[src/hdl/ipv4_route_table_lookup_top_defines.svh]
// Assertion macros used by the route lookup top module.
// Both sample on clk and are disabled while rst is high.
`ifndef IPV4_ROUTE_TABLE_LOOKUP_TOP_DEFINES_SVH
`define IPV4_ROUTE_TABLE_LOOKUP_TOP_DEFINES_SVH

// Same-cycle implication.
`define RTLK_ASSERT_NOW(lbl, ante, cons, msg) \
  lbl: assert property (@(posedge clk) disable iff (rst) (ante) |-> (cons)) else $error(msg);

// Next-cycle implication.
`define RTLK_ASSERT_NEXT(lbl, ante, cons, msg) \
  lbl: assert property (@(posedge clk) disable iff (rst) (ante) |=> (cons)) else $error(msg);

`endif

[src/hdl/rtlk_pkg.sv]
`default_nettype none

package rtlk_pkg;

  localparam int ENTRIES_DEF = 8;
  localparam int PORTS_DEF   = 16;

  localparam int OCTET_BITS  = 8;
  localparam int ADDR_OCTETS = 4;

  localparam int ADDR_W = 32;
  localparam int SLOT_W = 3;
  localparam int LEN_W  = 6;
  localparam int PORT_W = 4;
  localparam int OCT_W  = 3;

  typedef enum logic {
    ACT_LOOKUP = 1'b0,
    ACT_WRITE  = 1'b1
  } action_t;

  typedef struct packed {
    action_t             action;
    logic [ADDR_W-1:0]   address;
    logic [SLOT_W-1:0]   entry_slot;
    logic [LEN_W-1:0]    prefix_length;
    logic                gateway_given;
    logic [ADDR_W-1:0]   gateway_address;
    logic [PORT_W-1:0]   egress_port;
    logic                entry_enable;
  } in_t;

  typedef struct packed {
    logic                for_self;
    logic                route_found;
    logic [SLOT_W-1:0]   matched_slot;
    logic [PORT_W-1:0]   out_port;
    logic [ADDR_W-1:0]   next_hop;
  } out_t;

  // One stored route.
  typedef struct packed {
    logic [ADDR_W-1:0]   prefix;
    logic [OCT_W-1:0]    octets;
    logic                has_gw;
    logic [ADDR_W-1:0]   gateway;
    logic [PORT_W-1:0]   port;
  } entry_t;

  // Table write request.
  typedef struct packed {
    logic                en;
    logic [SLOT_W-1:0]   slot;
    logic                mark;
    entry_t              entry;
  } wr_t;

endpackage

`default_nettype wire

[src/hdl/ipv4_route_table_lookup_top.sv]
// Channel   Direction  Handshake            Beat
// in        input      in_valid / in_stall  in_data  (rtlk_pkg::in_t)
// out       output     out_valid / out_stall out_data (rtlk_pkg::out_t)
// cfg       input      cfg_valid / cfg_ready cfg_data (own address)
//
// A lookup walks the table one entry per cycle through a single masked
// compare unit fed by the table's one read port and stops at the first
// hit. Writes and own-address hits skip the scan. in_stall is high while
// an item is being worked on.
// Synchronous reset clears the sequencer, the valid marks and own_address.
// A result waits in the output register while out_stall is high; the next
// beat may be accepted meanwhile.
`default_nettype none

module ipv4_route_table_lookup_top #(
  parameter int ENTRIES = rtlk_pkg::ENTRIES_DEF,
  parameter int PORTS   = rtlk_pkg::PORTS_DEF
) (
  input  wire logic                        clk,
  input  wire logic                        rst,
  input  wire logic                        in_valid,
  output logic                             in_stall,
  input  wire rtlk_pkg::in_t               in_data,
  output logic                             out_valid,
  input  wire logic                        out_stall,
  output rtlk_pkg::out_t                   out_data,
  input  wire logic                        cfg_valid,
  output logic                             cfg_ready,
  input  wire logic [rtlk_pkg::ADDR_W-1:0] cfg_data
);
  import rtlk_pkg::*;
  `include "ipv4_route_table_lookup_top_defines.svh"

  localparam int SW = (ENTRIES > 1) ? $clog2(ENTRIES) : 1;
  localparam int CW = SW + 1;

  typedef enum logic [2:0] {
    S_IDLE = 3'b001,
    S_SCAN = 3'b010,
    S_DONE = 3'b100
  } state_t;

  state_t            state, state_next;
  logic [ADDR_W-1:0] own_address;
  logic [ADDR_W-1:0] dest, dest_next;
  logic [CW-1:0]     rd_cnt, rd_cnt_next;
  logic              cmp_vld, cmp_vld_next;
  logic [SW-1:0]     cmp_idx, cmp_idx_next;
  out_t              pend, pend_next;
  logic              load;

  wr_t               wr;
  entry_t            rd_entry;
  logic              rd_valid;
  logic              hit;

  logic              self_route;
  logic              miss_clean;
  logic              done_held;

  assign in_stall  = (state != S_IDLE);
  assign cfg_ready = 1'b1;

  // Table write, taken straight from the accepted beat.
  always_comb begin
    wr              = '0;
    wr.en           = in_valid && !in_stall && (in_data.action == ACT_WRITE)
                      && (int'(in_data.entry_slot) < ENTRIES);
    wr.slot         = in_data.entry_slot;
    wr.mark         = in_data.entry_enable;
    wr.entry.prefix = in_data.address;
    wr.entry.octets = in_data.prefix_length[LEN_W-1]
                      ? OCT_W'(ADDR_OCTETS)
                      : {1'b0, in_data.prefix_length[LEN_W-2:LEN_W-3]};
    wr.entry.has_gw  = in_data.gateway_given;
    wr.entry.gateway = in_data.gateway_address;
    wr.entry.port    = (int'(in_data.egress_port) >= PORTS)
                       ? PORT_W'(PORTS - 1) : in_data.egress_port;
  end

  rtlk_table #(
    .ENTRIES (ENTRIES),
    .SW      (SW)
  ) u_table (
    .clk      (clk),
    .rst      (rst),
    .wr       (wr),
    .rd_addr  (rd_cnt[SW-1:0]),
    .rd_entry (rd_entry),
    .rd_valid (rd_valid)
  );

  rtlk_cmp u_cmp (
    .addr  (dest),
    .entry (rd_entry),
    .valid (rd_valid),
    .hit   (hit)
  );

  always_comb begin
    state_next   = state;
    dest_next    = dest;
    rd_cnt_next  = rd_cnt;
    cmp_vld_next = 1'b0;
    cmp_idx_next = cmp_idx;
    pend_next    = pend;
    load         = 1'b0;
    unique case (state)
      S_IDLE: begin
        if (in_valid) begin
          pend_next   = '0;
          dest_next   = in_data.address;
          rd_cnt_next = '0;
          if (in_data.action == ACT_WRITE) begin
            state_next = S_DONE;
          end else if (in_data.address == own_address) begin
            pend_next.for_self = 1'b1;
            state_next         = S_DONE;
          end else begin
            state_next = S_SCAN;
          end
        end
      end
      S_SCAN: begin
        // issue the next read while the previous entry is compared
        if (rd_cnt < CW'(ENTRIES)) begin
          cmp_vld_next = 1'b1;
          rd_cnt_next  = rd_cnt + CW'(1);
        end
        cmp_idx_next = rd_cnt[SW-1:0];
        if (cmp_vld && hit) begin
          pend_next.route_found  = 1'b1;
          pend_next.matched_slot = SLOT_W'(cmp_idx);
          pend_next.out_port     = rd_entry.port;
          pend_next.next_hop     = rd_entry.has_gw ? rd_entry.gateway : dest;
          cmp_vld_next           = 1'b0;
          state_next             = S_DONE;
        end else if (cmp_vld && (cmp_idx == SW'(ENTRIES - 1))) begin
          cmp_vld_next = 1'b0;
          state_next   = S_DONE;
        end
      end
      S_DONE: begin
        // hold until the output register is free
        if (!out_valid || !out_stall) begin
          load       = 1'b1;
          state_next = S_IDLE;
        end
      end
      default: begin
        state_next = S_IDLE;
      end
    endcase
  end

  always_ff @(posedge clk) begin
    if (rst) begin
      state       <= S_IDLE;
      cmp_vld     <= 1'b0;
      out_valid   <= 1'b0;
      own_address <= '0;
    end else begin
      state     <= state_next;
      cmp_vld   <= cmp_vld_next;
      out_valid <= load || (out_valid && out_stall);
      if (cfg_valid && cfg_ready) begin
        own_address <= cfg_data;
      end
    end
  end

  always_ff @(posedge clk) begin
    dest    <= dest_next;
    rd_cnt  <= rd_cnt_next;
    cmp_idx <= cmp_idx_next;
    pend    <= pend_next;
    if (load) begin
      out_data <= pend;
    end
  end

  assign self_route = out_data.for_self && out_data.route_found;
  assign miss_clean = out_data.route_found
                      || ((out_data.next_hop == '0) && (out_data.out_port == '0)
                          && (out_data.matched_slot == '0));
  assign done_held  = (state == S_DONE) && out_valid && out_stall;

  `RTLK_ASSERT_NOW(a_cmp_in_scan, cmp_vld, state == S_SCAN, "compare busy outside scan")
  `RTLK_ASSERT_NOW(a_self_no_route, out_valid, !self_route, "self delivery with a route")
  `RTLK_ASSERT_NOW(a_miss_zero, out_valid, miss_clean, "miss carries route fields")
  `RTLK_ASSERT_NEXT(a_done_hold, done_held, state == S_DONE, "result dropped while stalled")

endmodule

`default_nettype wire

[src/hdl/rtlk_table.sv]
`default_nettype none

module rtlk_table #(
  parameter int ENTRIES = rtlk_pkg::ENTRIES_DEF,
  parameter int SW      = (ENTRIES > 1) ? $clog2(ENTRIES) : 1
) (
  input  wire logic            clk,
  input  wire logic            rst,
  input  wire rtlk_pkg::wr_t   wr,
  input  wire logic [SW-1:0]   rd_addr,
  output rtlk_pkg::entry_t     rd_entry,
  output logic                 rd_valid
);
  import rtlk_pkg::*;

  entry_t           mem [ENTRIES];
  logic [ENTRIES-1:0] valid;
  logic [SW-1:0]    wr_idx;

  assign wr_idx = SW'(wr.slot);

  // Route fields: no reset, only used once the slot is marked valid.
  always_ff @(posedge clk) begin
    if (wr.en) begin
      mem[wr_idx] <= wr.entry;
    end
    rd_entry <= mem[rd_addr];
  end

  always_ff @(posedge clk) begin
    if (rst) begin
      valid    <= '0;
      rd_valid <= 1'b0;
    end else begin
      if (wr.en) begin
        valid[wr_idx] <= wr.mark;
      end
      rd_valid <= (int'(rd_addr) < ENTRIES) ? valid[rd_addr] : 1'b0;
    end
  end

endmodule

`default_nettype wire

[src/hdl/rtlk_cmp.sv]
`default_nettype none

module rtlk_cmp (
  input  wire logic [rtlk_pkg::ADDR_W-1:0] addr,
  input  wire rtlk_pkg::entry_t            entry,
  input  wire logic                        valid,
  output logic                             hit
);
  import rtlk_pkg::*;

  logic [ADDR_W-1:0] mask;

  // Keep only the leading whole octets of the prefix.
  always_comb begin
    if (entry.octets == '0) begin
      mask = '0;
    end else if (int'(entry.octets) >= ADDR_OCTETS) begin
      mask = '1;
    end else begin
      mask = {ADDR_W{1'b1}} << (ADDR_W - OCTET_BITS * int'(entry.octets));
    end
  end

  assign hit = valid && (((addr ^ entry.prefix) & mask) == '0);

endmodule

`default_nettype wire

[config.mk]
export PLATFORM = sky130hd
export DESIGN_NAME = ipv4_route_table_lookup_top
export DESIGN_NICKNAME = d
export VERILOG_FILES = /design/src/hdl/rtlk_pkg.sv /design/src/hdl/ipv4_route_table_lookup_top.sv /design/src/hdl/rtlk_table.sv /design/src/hdl/rtlk_cmp.sv
export VERILOG_INCLUDE_DIRS = /design/src /design/src/hdl
export SDC_FILE = /design/constraint.sdc
export NUM_CORES = 1
export LEC_CHECK = 0
export ABC_AREA = 0
export BUFFER_PORTS_ARGS = -buffer_cell sky130_fd_sc_hd__buf_2
export CAP_MARGIN = 20
export CORE_ASPECT_RATIO = 1.5
export CORE_MARGIN = 4
export CORE_UTILIZATION = 50
export DETAILED_ROUTE_END_ITERATION = 12
export HOLD_SLACK_MARGIN = 0.03
export PLACE_DENSITY = 0.72
export SLEW_MARGIN = 25
export SYNTH_ARGS = -nofsm -noshare
export SYNTH_HDL_FRONTEND = slang
export SYNTH_SLANG_ARGS = --single-unit
[constraint.sdc]
create_clock -name clk -period 5.8 [get_ports clk]
set_clock_uncertainty 0.1 [all_clocks]
set_input_delay 0.58 -clock clk [delete_from_list [all_inputs] [get_ports clk]]
set_output_delay 0.58 -clock clk [all_outputs]
set_load 0.05 [all_outputs]
==> results by group <==
Outcome
  – Status: complete, no violations

Setup path
  – Worst Path Required: 5.96 ns
  – Critical path class: register to register
  – CP endpoint kind: register
  – Worst Reg-to-Reg Cells: 7
  – CP arrival: 3.88 ns
  – Reg-to-Reg End: pend[14]
  – R2R Setup Slk: 2.08 ns
  – Element type at the critical path start: register
  – Critical R2R Launch: dest[13]
  – Crit Path Max Fanout: 23

STA
  – Hold slack: 0.118 ns
  – Least-Margin Pin Slew: 1.04 ns
  – Period utilisation layout: 64.1%
  – Final min period: 3.72 ns
  – Slew Viols, Final: 0
  – Unrepaired setup endpoints after global routing: no
  – Peak Freq: 0.269 GHz
  – Final hold viol count: 0
  – Sum Neg Setup Slack: 0 ns
  – Final count of negative-setup-slack endpoints: 0
  – Slew headroom: 30.6%

Finish
  – Layout net count: 1726
  – Final instance area: 34000 µm²
  – Share of cells above drive strength 1: 31.3%
  – Filler Cell Count: 4229
  – Non-Filler Instances: 2447
  – Area growth syn-to-layout: 13.8%

Min path
  – Hold WC Path Type: input port to register
  – Hold depth: 3
  – Hold Path Sink: own_address[31]
  – Hold_sp: cfg_data[31]

Synthesis
  – Top-count cell post-synth: edfxtp_1
  – Main synth FF type: edfxtp_1
  – Yosys top cell area share: 70.0%
  – Synth area leader: edfxtp_1
  – Synth Instances: 1412
  – Mapped Avg Cell Area: 21.2 µm²
  – Syn Std Cell Area: 29900 µm²
  – Yosys warnings: 0
  – Sequential fraction of the synthesis area: 77.9%
  – Top cells by count, synth: 697 x edfxtp_1, 146 x mux4_2, 118 x dfxtp_1
  – Synth top area cells: edfxtp_1 70%, mux4_2 11%, dfxtp_1 7.9%
  – #FFs+latches synth: 815
  – Post-synth EDFFs: 697
  – Async set-or-reset flop fraction in the synthesized netlist: 0%
  – Syn Nets: 1533
  – Synth cell types: 41

CTS
  – CTS max path bufs: 3
  – Clock latency on the worst-skew pair: 0.60 ns
  – Clock transition at path regs: 0.07 ns
  – TritonCTS Buffers: 70
  – Post-cts resize count: 0
  – CTS tree: built
  – CTS Hold Buffers Added: 0
  – Clock root buffer: clkbuf_16
  – Clock Sinks: 815
  – Post-CTS setup buffer count: 0
  – H-tree lvl count: 3

Floorplan
  – Io pins: 161
  – Initial Util: 50.6%
  – Chip width: 208 µm
  – Chip Height: 307 µm
  – Die Area: 63800 µm²
  – Row Count: 109
  – Core ar.: 59100 µm²

Placement
  – # placed instances: 2309
  – RD Place Congestion: 0.745
  – DPL Wire Length: 37.7 mm
  – Area after DPL: 31700 µm²
  – Port Buf Inserts: 156

GRT
  – Total track usage: 19.7%
  – Pin count of the biggest net entering global routing: 91
  – Grt ovf: 0
  – Vias in the first global route: 14767
  – Initial antenna violation count: 10
  – Global-route wire length before repair: 94.6 mm

Drt
  – DR DRC count: 0
  – Routed wire length: 62.9 mm
  – DRT iter0 DRCs: 1181
  – 1st-pass router iterations: 5
  – Drt wl/cell: 25.7 µm
  – Vias: 13695
  – Routed vias/inst: 5.60
  – Antenna viol nets, final: 0

Power and ir drop
  – Tot Pwr: 0.0129 W
  – Power Dens Cells: 379 nW/µm²
  – Peak VDD IR: 0.000215 V
  – Leakage power: 11.5 nW

Run
  – Max Cap Viol: 0
==> state kept, by name, summed over array words and instances, names as in the netlist <==
| name | flops |
|---|---|
| rd_cnt | 4 |
| out_valid | 1 |
| cmp_vld | 1 |
| pend | 41 |
| dest | 32 |
| cmp_idx | 3 |
| u_table.valid | 8 |
| u_table.rd_valid | 1 |
| u_table.rd_entry | 72 |
| own_address | 32 |
| state | 3 |
| out_data | 41 |
| u_table.mem | 576 |
==> placed cells by master (no fill, tap or decap), types with 6 or more instances in the layout <==
cell         n
clkinv_2    17
clkbuf_16   71
nor2_4       6
mux4_2     146
mux2_2      72
buf_4       21
mux2i_1     67
diode_2      7
bufinv_16    6
edfxtp_1   697
clkbuf_1    19
nand2_1     11
and2_1       8
nor2_1      77
xor2_1      65
nor4_1      16
a21oi_1     11
clkinv_1     6
dfxtp_1    117
o21ai_0      9
buf_2      156
==> critical path, cell delays in order (launching register included) <==
cell	delay (ns)
edfxtp_1	0.43
xor2_1	0.20
nor4_1	0.53
a22oi_1	0.21
nor4_2	0.52
o211ai_1	0.21
a21oi_4	0.73
buf_4	0.43
==> cell type report <==
type,instances,area [µm²],area share (%)
Multi-Input combinational cell,530,6370,18.7
Sequential cell,815,23300,68.5
Clock buffer,94,1900,5.59
Inverter,5,18.8,0.0552
Clock inverter,36,388,1.14
Tap cell,777,972,2.86
Timing Repair Buffer,183,1050,3.10
Antenna cell,7,17.5,0.0515
==> routing by layer <==
metal / track usage [%] / part of all wire, %
met5: 0 / 0.062
met4: 8.16 / 3.7
met3: 3.31 / 4.7
met2: 35.3 / 54
met1: 24.0 / 38
==> how the worst max path moves through the flow <==
stage,startpoint,to,slack (ns),cells past startpoint
floorplan,state[0],u_table.mem[2][0],0.66,5
global placement,dest[13],pend[25],2.08,7
detailed placement,dest[13],pend[20],2.05,7
CTS,dest[13],pend[15],2.03,7
global route,state[0],u_table.mem[3][47],1.95,5
finish,dest[13],pend[14],2.08,7
==> logic make-up (layout without fill, tap and decap cells) <==
| kind of cell | count (synthesis) | after routing | share of synthesized area [%] |
|---|---|---|---|
| other | 1 | 8 | 0.0125 |
| multiplexers | 285 | 285 | 16.0 |
| buffers and inverters | 67 | 318 | 0.980 |
| AND/OR/NAND/NOR | 144 | 144 | 2.44 |
| flip-flops | 815 | 815 | 77.9 |
| adder cells (fa/ha/maj) | 4 | 4 | 0.167 |
| AO/OA/AOI/OAI | 30 | 30 | 0.586 |
| XOR/XNOR | 66 | 66 | 1.93 |
==> report_power, final <==
| group | switching (W) | leakage (nW) | internal, W | total (W) |
|---|---|---|---|---|
| combinational | 0.000751 | 3.00 | 0.000655 | 0.00141 |
| clock | 0.00202 | 1.13 | 0.00261 | 0.00463 |
| sequential | 0.000165 | 7.34 | 0.00671 | 0.00687 |
==> stage by stage <==
step | util [%] | worst slack, ns
CTS | 57.6 | 2.03
global route | 57.6 | 1.95
finish | 57.6 | 2.08
global placement | 53.7 | 2.08
detailed placement | 53.7 | 2.05
floorplan | - | 0.658
Note: power is estimated with default switching activity, not from simulation.
